<file path="config.mk">
export PLATFORM = sky130hd
export DESIGN_NAME = rotated_glyph_blitter
export DESIGN_NICKNAME = d
export VERILOG_FILES = /design/src/rtl/core/rgblt_pkg.sv /design/src/rtl/core/rgblt_pix.sv /design/src/rtl/core/rotated_glyph_blitter.sv
export SDC_FILE = /design/constraint.sdc
export NUM_CORES = 1
export LEC_CHECK = 0
export BUFFER_PORTS_ARGS = -buffer_cell sky130_fd_sc_hd__clkbuf_2
export CORE_UTILIZATION = 54
export CTS_BUF_LIST = sky130_fd_sc_hd__clkbuf_16
export CTS_CLUSTER_SIZE = 28
export DETAILED_ROUTE_END_ITERATION = 16
export PLACE_DENSITY = 0.87
export SETUP_SLACK_MARGIN = 0.5
export SYNTH_ARGS = -nofsm -noshare
export SYNTH_HDL_FRONTEND = slang
export SYNTH_SLANG_ARGS = --single-unit
export TNS_END_PERCENT = 20
</file>
<file path="constraint.sdc">
create_clock -name clk -period 5.25 [get_ports clk]
set_clock_uncertainty 0.1 [all_clocks]
set_input_delay 1.05 -clock clk [delete_from_list [all_inputs] [get_ports clk]]
set_output_delay 1.05 -clock clk [all_outputs]
set_load 0.02 [all_outputs]
</file>
<file path="src/rtl/core/rgblt_pkg.sv">
`default_nettype none

package rgblt_pkg;

  localparam int SCREEN_WIDTH_DEF  = 320;
  localparam int SCREEN_HEIGHT_DEF = 200;
  localparam int CHAR_ADVANCE_DEF  = 9;
  localparam int MAX_STRING_DEF    = 64;

  localparam int GLYPH_COUNT = 10;
  localparam int GIDX_W      = $clog2(GLYPH_COUNT);

  typedef enum logic [1:0] {
    ROT_UPRIGHT = 2'd0,
    ROT_CCW     = 2'd1,
    ROT_HALF    = 2'd2,
    ROT_CW      = 2'd3
  } rot_t;

  localparam logic [7:0] GLYPH_ROM [GLYPH_COUNT][8] = '{
    '{8'h00, 8'h00, 8'h00, 8'h00, 8'h00, 8'h00, 8'h00, 8'h00},
    '{8'h3C, 8'h66, 8'h66, 8'h7E, 8'h66, 8'h66, 8'h66, 8'h00},
    '{8'h3C, 8'h66, 8'h60, 8'h60, 8'h60, 8'h66, 8'h3C, 8'h00},
    '{8'h78, 8'h6C, 8'h66, 8'h66, 8'h66, 8'h6C, 8'h78, 8'h00},
    '{8'h66, 8'h66, 8'h66, 8'h7E, 8'h66, 8'h66, 8'h66, 8'h00},
    '{8'h7E, 8'h18, 8'h18, 8'h18, 8'h18, 8'h18, 8'h7E, 8'h00},
    '{8'h60, 8'h60, 8'h60, 8'h60, 8'h60, 8'h60, 8'h7E, 8'h00},
    '{8'h66, 8'h76, 8'h7E, 8'h7E, 8'h6E, 8'h66, 8'h66, 8'h00},
    '{8'h7C, 8'h66, 8'h66, 8'h7C, 8'h6C, 8'h66, 8'h66, 8'h00},
    '{8'h3C, 8'h66, 8'h60, 8'h3C, 8'h06, 8'h66, 8'h3C, 8'h00}
  };

  function automatic logic [GIDX_W-1:0] rom_index(input logic [7:0] code);
    logic [GIDX_W-1:0] idx;
    unique case (code)
      "A":     idx = GIDX_W'(1);
      "C":     idx = GIDX_W'(2);
      "D":     idx = GIDX_W'(3);
      "H":     idx = GIDX_W'(4);
      "I":     idx = GIDX_W'(5);
      "L":     idx = GIDX_W'(6);
      "N":     idx = GIDX_W'(7);
      "R":     idx = GIDX_W'(8);
      "S":     idx = GIDX_W'(9);
      default: idx = '0;
    endcase
    return idx;
  endfunction

  function automatic logic [7:0] glyph_row(input logic [GIDX_W-1:0] idx,
                                           input logic [2:0] row);
    logic [7:0] bits;
    if (idx > GIDX_W'(GLYPH_COUNT - 1)) begin
      bits = '0;
    end else begin
      bits = GLYPH_ROM[idx][row];
    end
    return bits;
  endfunction

endpackage

`default_nettype wire

</file>
<file path="src/rtl/core/rgblt_pix.sv">
`default_nettype none

module rgblt_pix #(
  parameter int SCREEN_WIDTH  = rgblt_pkg::SCREEN_WIDTH_DEF,
  parameter int SCREEN_HEIGHT = rgblt_pkg::SCREEN_HEIGHT_DEF,
  parameter int CORNER_W      = 14
) (
  input  wire logic [rgblt_pkg::GIDX_W-1:0] glyph,
  input  wire rgblt_pkg::rot_t              rot,
  input  wire logic [5:0]                   cell_idx,
  input  wire logic signed [CORNER_W-1:0]   gx,
  input  wire logic signed [CORNER_W-1:0]   gy,
  output logic                              vis,
  output logic [15:0]                       addr
);
  import rgblt_pkg::*;

  localparam int X_W  = CORNER_W + 1;
  localparam int XI_W = $clog2(SCREEN_WIDTH);
  localparam int YI_W = $clog2(SCREEN_HEIGHT);
  localparam int WC_W = $clog2(SCREEN_WIDTH + 1);

  logic [2:0]              row, col, px, py;
  logic [7:0]              bits;
  logic                    set;
  logic signed [X_W-1:0]   x, y;
  logic                    on_screen;
  logic [YI_W+WC_W-1:0]    prod;

  assign row  = cell_idx[5:3];
  assign col  = cell_idx[2:0];
  assign bits = glyph_row(glyph, row);
  assign set  = bits[3'd7 - col];

  always_comb begin
    unique case (rot)
      ROT_CCW:   begin px = row;        py = 3'd7 - col; end
      ROT_CW:    begin px = 3'd7 - row; py = col;        end
      ROT_HALF:  begin px = 3'd7 - col; py = 3'd7 - row; end
      default:   begin px = col;        py = row;        end
    endcase
  end

  assign x = X_W'(gx) + $signed(X_W'(px));
  assign y = X_W'(gy) + $signed(X_W'(py));

  assign on_screen = (x >= 0) && (y >= 0) &&
                     (x < $signed(X_W'(SCREEN_WIDTH))) &&
                     (y < $signed(X_W'(SCREEN_HEIGHT)));
  assign vis = set && on_screen;

  assign prod = y[YI_W-1:0] * WC_W'(SCREEN_WIDTH);
  assign addr = 16'(prod) + 16'(x[XI_W-1:0]);

endmodule

`default_nettype wire

</file>
<file path="src/rtl/core/rotated_glyph_blitter.sv">
`default_nettype none

// channel | handshake           | payload per transfer
// in      | in_valid/in_ready   | one character: code, position, length, origin, rotation, color
// out     | out_valid/out_ready | one pixel write: address, color, last_pixel
// A character holds the block from one accept to the next: a scan of all 64 cells
// through the shared placement/address unit, the flush state, then idle.
// A visible pixel that waits on out_ready stalls the scan.
// One visible pixel is held back so the final one can carry last_pixel.
// in_ready is high only between characters. rst_n is synchronous, active low.

module rotated_glyph_blitter #(
  parameter int SCREEN_WIDTH  = rgblt_pkg::SCREEN_WIDTH_DEF,
  parameter int SCREEN_HEIGHT = rgblt_pkg::SCREEN_HEIGHT_DEF,
  parameter int CHAR_ADVANCE  = rgblt_pkg::CHAR_ADVANCE_DEF,
  parameter int MAX_STRING    = rgblt_pkg::MAX_STRING_DEF
) (
  input  wire logic               clk,
  input  wire logic               rst_n,
  input  wire logic               in_valid,
  output logic                    in_ready,
  input  wire logic [7:0]         in_char_code,
  input  wire logic [5:0]         in_char_position,
  input  wire logic [6:0]         in_string_length,
  input  wire logic signed [10:0] in_origin_x,
  input  wire logic signed [10:0] in_origin_y,
  input  wire logic [1:0]         in_rotation,
  input  wire logic [7:0]         in_ink_color,
  output logic                    out_valid,
  input  wire logic               out_ready,
  output logic [15:0]             out_pixel_address,
  output logic [7:0]              out_pixel_color,
  output logic                    out_last_pixel
);
  import rgblt_pkg::*;

  localparam int SLOT_W   = $clog2(MAX_STRING + 64) + 1;
  localparam int ADV_W    = $clog2(CHAR_ADVANCE + 1) + 1;
  localparam int PROD_W   = SLOT_W + ADV_W;
  localparam int CORNER_W = ((PROD_W > 11) ? PROD_W : 11) + 1;

  typedef enum logic [1:0] {ST_IDLE, ST_SCAN, ST_FLUSH} state_t;

  state_t                      state_r;
  logic [GIDX_W-1:0]           glyph_r;
  rot_t                        rot_r;
  logic signed [CORNER_W-1:0]  gx_r, gy_r;
  logic [7:0]                  color_r;
  logic [5:0]                  cnt_r;
  logic                        pend_vld_r;
  logic [15:0]                 pend_addr_r;
  logic                        out_valid_r;
  logic [15:0]                 out_addr_r;
  logic [7:0]                  out_color_r;
  logic                        out_last_r;

  rot_t                        in_rot;
  logic signed [SLOT_W-1:0]    len_s, len_c, pos_s, slot;
  logic signed [PROD_W-1:0]    adv_off;
  logic signed [CORNER_W-1:0]  off, ox_s, oy_s;
  logic                        vis;
  logic [15:0]                 addr;
  logic                        out_free, step;
  logic                        push_mid, push_last;

  assign in_rot  = rot_t'(in_rotation);
  assign len_s   = SLOT_W'(in_string_length);
  assign len_c   = (len_s > SLOT_W'(MAX_STRING)) ? SLOT_W'(MAX_STRING) : len_s;
  assign pos_s   = SLOT_W'(in_char_position);
  assign slot    = (in_rot == ROT_HALF) ? (len_c - pos_s - SLOT_W'(1)) : pos_s;
  assign adv_off = slot * $signed(ADV_W'(CHAR_ADVANCE));
  assign off     = CORNER_W'(adv_off);
  assign ox_s    = CORNER_W'(in_origin_x);
  assign oy_s    = CORNER_W'(in_origin_y);

  rgblt_pix #(
    .SCREEN_WIDTH  (SCREEN_WIDTH),
    .SCREEN_HEIGHT (SCREEN_HEIGHT),
    .CORNER_W      (CORNER_W)
  ) u_pix (
    .glyph    (glyph_r),
    .rot      (rot_r),
    .cell_idx (cnt_r),
    .gx       (gx_r),
    .gy       (gy_r),
    .vis      (vis),
    .addr     (addr)
  );

  assign in_ready  = (state_r == ST_IDLE);
  assign out_free  = !out_valid_r || out_ready;
  assign step      = (state_r == ST_SCAN) && !(vis && pend_vld_r && !out_free);
  assign push_mid  = step && vis && pend_vld_r;
  assign push_last = (state_r == ST_FLUSH) && pend_vld_r && out_free;

  always_ff @(posedge clk) begin
    if (!rst_n) begin
      state_r     <= ST_IDLE;
      cnt_r       <= '0;
      pend_vld_r  <= 1'b0;
      out_valid_r <= 1'b0;
    end else begin
      if (push_mid || push_last) begin
        out_valid_r <= 1'b1;
      end else if (out_ready) begin
        out_valid_r <= 1'b0;
      end
      unique case (state_r)
        ST_IDLE: begin
          if (in_valid) begin
            glyph_r <= rom_index(in_char_code);
            rot_r   <= in_rot;
            color_r <= in_ink_color;
            cnt_r   <= '0;
            if (in_rot == ROT_UPRIGHT || in_rot == ROT_HALF) begin
              gx_r <= ox_s + off;
              gy_r <= oy_s;
            end else begin
              gx_r <= ox_s;
              gy_r <= oy_s + off;
            end
            state_r <= ST_SCAN;
          end
        end
        ST_SCAN: begin
          if (step) begin
            cnt_r <= cnt_r + 6'd1;
            if (vis) begin
              if (pend_vld_r) begin
                out_addr_r  <= pend_addr_r;
                out_color_r <= color_r;
                out_last_r  <= 1'b0;
              end
              pend_addr_r <= addr;
              pend_vld_r  <= 1'b1;
            end
            if (cnt_r == 6'd63) begin
              state_r <= ST_FLUSH;
            end
          end
        end
        ST_FLUSH: begin
          if (!pend_vld_r) begin
            state_r <= ST_IDLE;
          end else if (out_free) begin
            out_addr_r  <= pend_addr_r;
            out_color_r <= color_r;
            out_last_r  <= 1'b1;
            pend_vld_r  <= 1'b0;
            state_r     <= ST_IDLE;
          end
        end
        default: begin
          state_r <= ST_IDLE;
        end
      endcase
    end
  end

  assign out_valid         = out_valid_r;
  assign out_pixel_address = out_addr_r;
  assign out_pixel_color   = out_color_r;
  assign out_last_pixel    = out_last_r;

`ifndef NO_ASSERTIONS
  a_no_leftover: assert property (@(posedge clk) disable iff (!rst_n)
    in_ready |-> !pend_vld_r)
    else $error("held pixel left over between characters");

  a_cnt_idle: assert property (@(posedge clk) disable iff (!rst_n)
    (state_r == ST_IDLE) |-> (cnt_r == 6'd0))
    else $error("cell counter not back at zero when idle");

  a_out_hold: assert property (@(posedge clk) disable iff (!rst_n)
    (out_valid_r && !out_ready) |=>
      (out_valid_r && $stable(out_addr_r) && $stable(out_last_r)))
    else $error("pixel write changed while stalled");

  a_flush_done: assert property (@(posedge clk) disable iff (!rst_n)
    (state_r == ST_FLUSH && pend_vld_r && out_free) |=> (out_valid_r && out_last_r))
    else $error("flush did not deliver the final pixel");
`endif

endmodule

`default_nettype wire
</file>
==> impl_metrics.toml <==
[global_route]
grt_antenna_before_repair = 0
grt_pass1_vias = 5745
globalRouteTotalUtil_pct = 23.3
globalRouteOverflowTotal = 0
grt_pass1_wl_um = 26300
grt_max_degree = 44

[run]
maxCapViolations = 0

[yosys]
syn_avg_cell_area_um2 = 10.1
synth-async-reset-ratio_pct = 0
synthTopCellsByArea = "edfxtp_1 34%, ha_1 13%, xnor2_1 5.5%, a21oi_1 3.1%, dfxtp_1 2.7%"
synth_top_area_share_pct = 33.9
ys_seq_area_share_pct = 36.6
yosysUniqueCellTypes = 75
synth-seq-cells = 93
yosys.area.top_type = "edfxtp_1"
synth_edf_count = 83
syn-num-nets = 869
yosysWarnings = 0
synthesis.area_um2 = 7350
synthCells = 727
ys.flop_type = "edfxtp_1"

[setup_path]
r2r-end = "pend_addr_r[15]"
path_delay_family = "adder cells"
crit_path_cell_trace = "buf_8, nor2b_4, ha_4, inv_2, fa_2, nor2b_1, o21ai_1, nand2b_1, xnor2_1, o21ai_2, ha_1, ha_2, inv_2, fa_2, inv_2, a21oi_2, o21bai_2, a21o_1, a21o_1, xor2_4, ha_4, a21o_1, or3_1, a31o_2"
worstPathArrival_ns = 5.19
crit_cells = 24
slowest_stage = "fa_2"
slowest_delay_ns = 0.35
startpoint = "in_string_length[6]"
startpoint_type = "primary input"
ff2ff_setup_slack_ns = 0.74
r2r_cells = 18
worst-path-max-fanout = 4
critical_path.endpoint = "gy_r[11]"
worstReg2RegStart = "rot_r[0]"
critical_path_class = "in -> reg"
crit_path_end_kind = "flop"
required_ns = 5.25
crit_buf_inv = 4

[clock_network]
root_buffer = "clkbuf_16"
cts_buffers = 9
clock_sinks = 93
path_clk_slew_ns = 0.07
clock_latency_ns = 0.34
cts_hold_buf = 0
cts.path.max_buffers = 2
h-tree-depth = 3
cts_tree = "yes"

[power]
powerDensity_nw_per_um2 = 286
power.switching_mw = 0.869
ir_drop_mv = 0.154
clockPowerShare_pct = 23.7
seqPwrFrac_pct = 34.5
switching_share_pct = 33.7
power_mw = 2.58
combPwrFrac_pct = 41.8
p_int_mw = 1.71
p_leak_nw = 3.73

[floorplan]
std_cell_rows = 42
core_area_um2 = 13200
die_y_um = 119
pin_count = 84
start_util_pct = 55.5
die_area_um2 = 14100
die_width_um = 119

[routing]
drc_errors = 0
wire_per_inst_um = 16.2
wl_um = 16800
via_per_inst = 5.82
vias = 6044
drt_iter0_drc = 365
drt_first_pass_iters = 7
ant_nets = 0

[sta]
setup_viol = 0
max_slew_margin_pct = 22.7
rsz0062_at_grt = "true"
fin_crit_sh_pct = 98.9
tns_ns = 0
tightest_slew_ns = 1.16
period_minus_slack_ns = 5.19
max_freq_ghz = 0.193
slew_violations = 0
hold_violations = 0

[cells_and_area]
fillers = 968
drive_above_1_share_pct = 29.5
seq_area_um2 = 2690
design_area_um2 = 9010
multi_input_area_um2 = 4750
final_common_cell = "edfxtp_1"
area_growth_pct = 22.5
fin_util_pct = 68.0
final_nets = 999
diodes = 0
layout_common_cells = "83 x edfxtp_1, 81 x clkbuf_2, 67 x ha_1"

[placement]
dp_hpwl_um = 12400
port_buffers = 83
placed_cell_area_um2 = 8350
gp_congestion = 0.900

[worst_hold_path]
min_path_type = "reg -> reg"

[run_status]
status = "finished clean"
[cell usage after synthesis (3+ instances only)]
cell type / instances
or2_2: 4
nor3b_1: 4
nor4_1: 3
mux2i_1: 11
and3_1: 5
o21ai_0: 38
inv_1: 49
buf_6: 3
nor2b_1: 25
xor2_1: 20
o311a_1: 3
edfxtp_1: 83
o211ai_1: 5
a2111oi_4: 3
o21ai_1: 3
o311ai_0: 4
mux2_2: 13
or3_1: 6
dfxtp_1: 10
nand2_1: 47
o21bai_1: 7
nand4_1: 12
o31ai_1: 4
a21oi_1: 45
fa_1: 8
o22ai_1: 3
nand3_2: 3
and2_1: 4
nand3b_1: 3
nor3_1: 14
nor2_1: 33
clkbuf_1: 12
nand2b_1: 12
xnor2_1: 46
a211oi_1: 9
ha_1: 77
nand3_1: 15
a221oi_1: 3
a31oi_1: 8
a21o_1: 24
[area by class of cell]
type	count	share of cell area [%]
repair buffers	141	9.71
well taps	176	2.44
flip-flops and latches	93	29.9
clock buffers	9	2.50
inverters	49	2.04
clock inverters	7	0.653
multi-input cells	563	52.8
[worst min path at each step]
stage / from / end / cells after the start
finish: pend_addr_r[5] / out_pixel_address[5] / 0
global route: pend_addr_r[10] / out_pixel_address[10] / 0
CTS: pend_addr_r[5] / out_pixel_address[5] / 0
detailed placement: pend_addr_r[5] / out_pixel_address[5] / 0
global placement: color_r[2] / out_pixel_color[2] / 0
floorplan: pend_addr_r[0] / out_pixel_address[0] / 0
[metal layers]
layer / routed length, µm / track usage (%) / share of wire, % / vias up
li1: - / - / - / 2948
met1: 6830 / 28.0 / 41 / 2815
met2: 8370 / 40.5 / 50 / 224
met3: 934 / 3.96 / 5.6 / 57
met4: 645 / 11.1 / 3.8 / 0
met5: 0 / 0 / 0 / -
[metrics by stage]
stage          instances  setup slack [ns]  hold WS [ns]
2_1_floorplan        727             0.102         0.300
3_3_place_gp        1016            -0.205         0.300
3_5_place_dp        1016            -0.380         0.305
4_1_cts             1035             0.157         0.320
5_1_grt             1038            -0.145         0.325
6_report            1038            0.0583         0.319
[registers in the layout (all words and copies together), names as in the netlist]
signal and count:
out_valid 1, state_r 2, glyph_r 4, pend_addr_r 16
gx_r 14, pend_vld_r 1, gy_r 14, rot_r 2
cnt_r 6, out_pixel_address 16, out_pixel_color 8, color_r 8
out_last_pixel 1
[power by group through the flow]
stage | sequential (mW) | clock [mW] | combinational (mW)
after detailed placement | 0.904 | 0 | 0.922
after CTS | 0.889 | 0.616 | 0.948
after floorplan | 0.889 | 0 | 0.658
after global routing | 0.892 | 0.641 | 1.18
final | 0.890 | 0.611 | 1.08
after global placement | 0.903 | 0 | 0.874
[cell families (layout without fill, tap and decap cells)]
group	after synthesis	in the layout	synth area share (%)
simple gates	201	201	14.6
compound gates	187	187	18.1
flops	93	93	36.6
fa+ha+maj	85	85	15.3
buf+inv	71	206	4.10
xor+xnor	66	66	7.86
mux	24	24	3.49
[timing repair]
action | CTS | global route
pin swaps | 17 | 31
setup buffers | 3 | 3
gates resized for setup | 12 | 50
setup endpoints to repair | 13 | 17
Note: power is estimated with default switching activity, not from simulation.
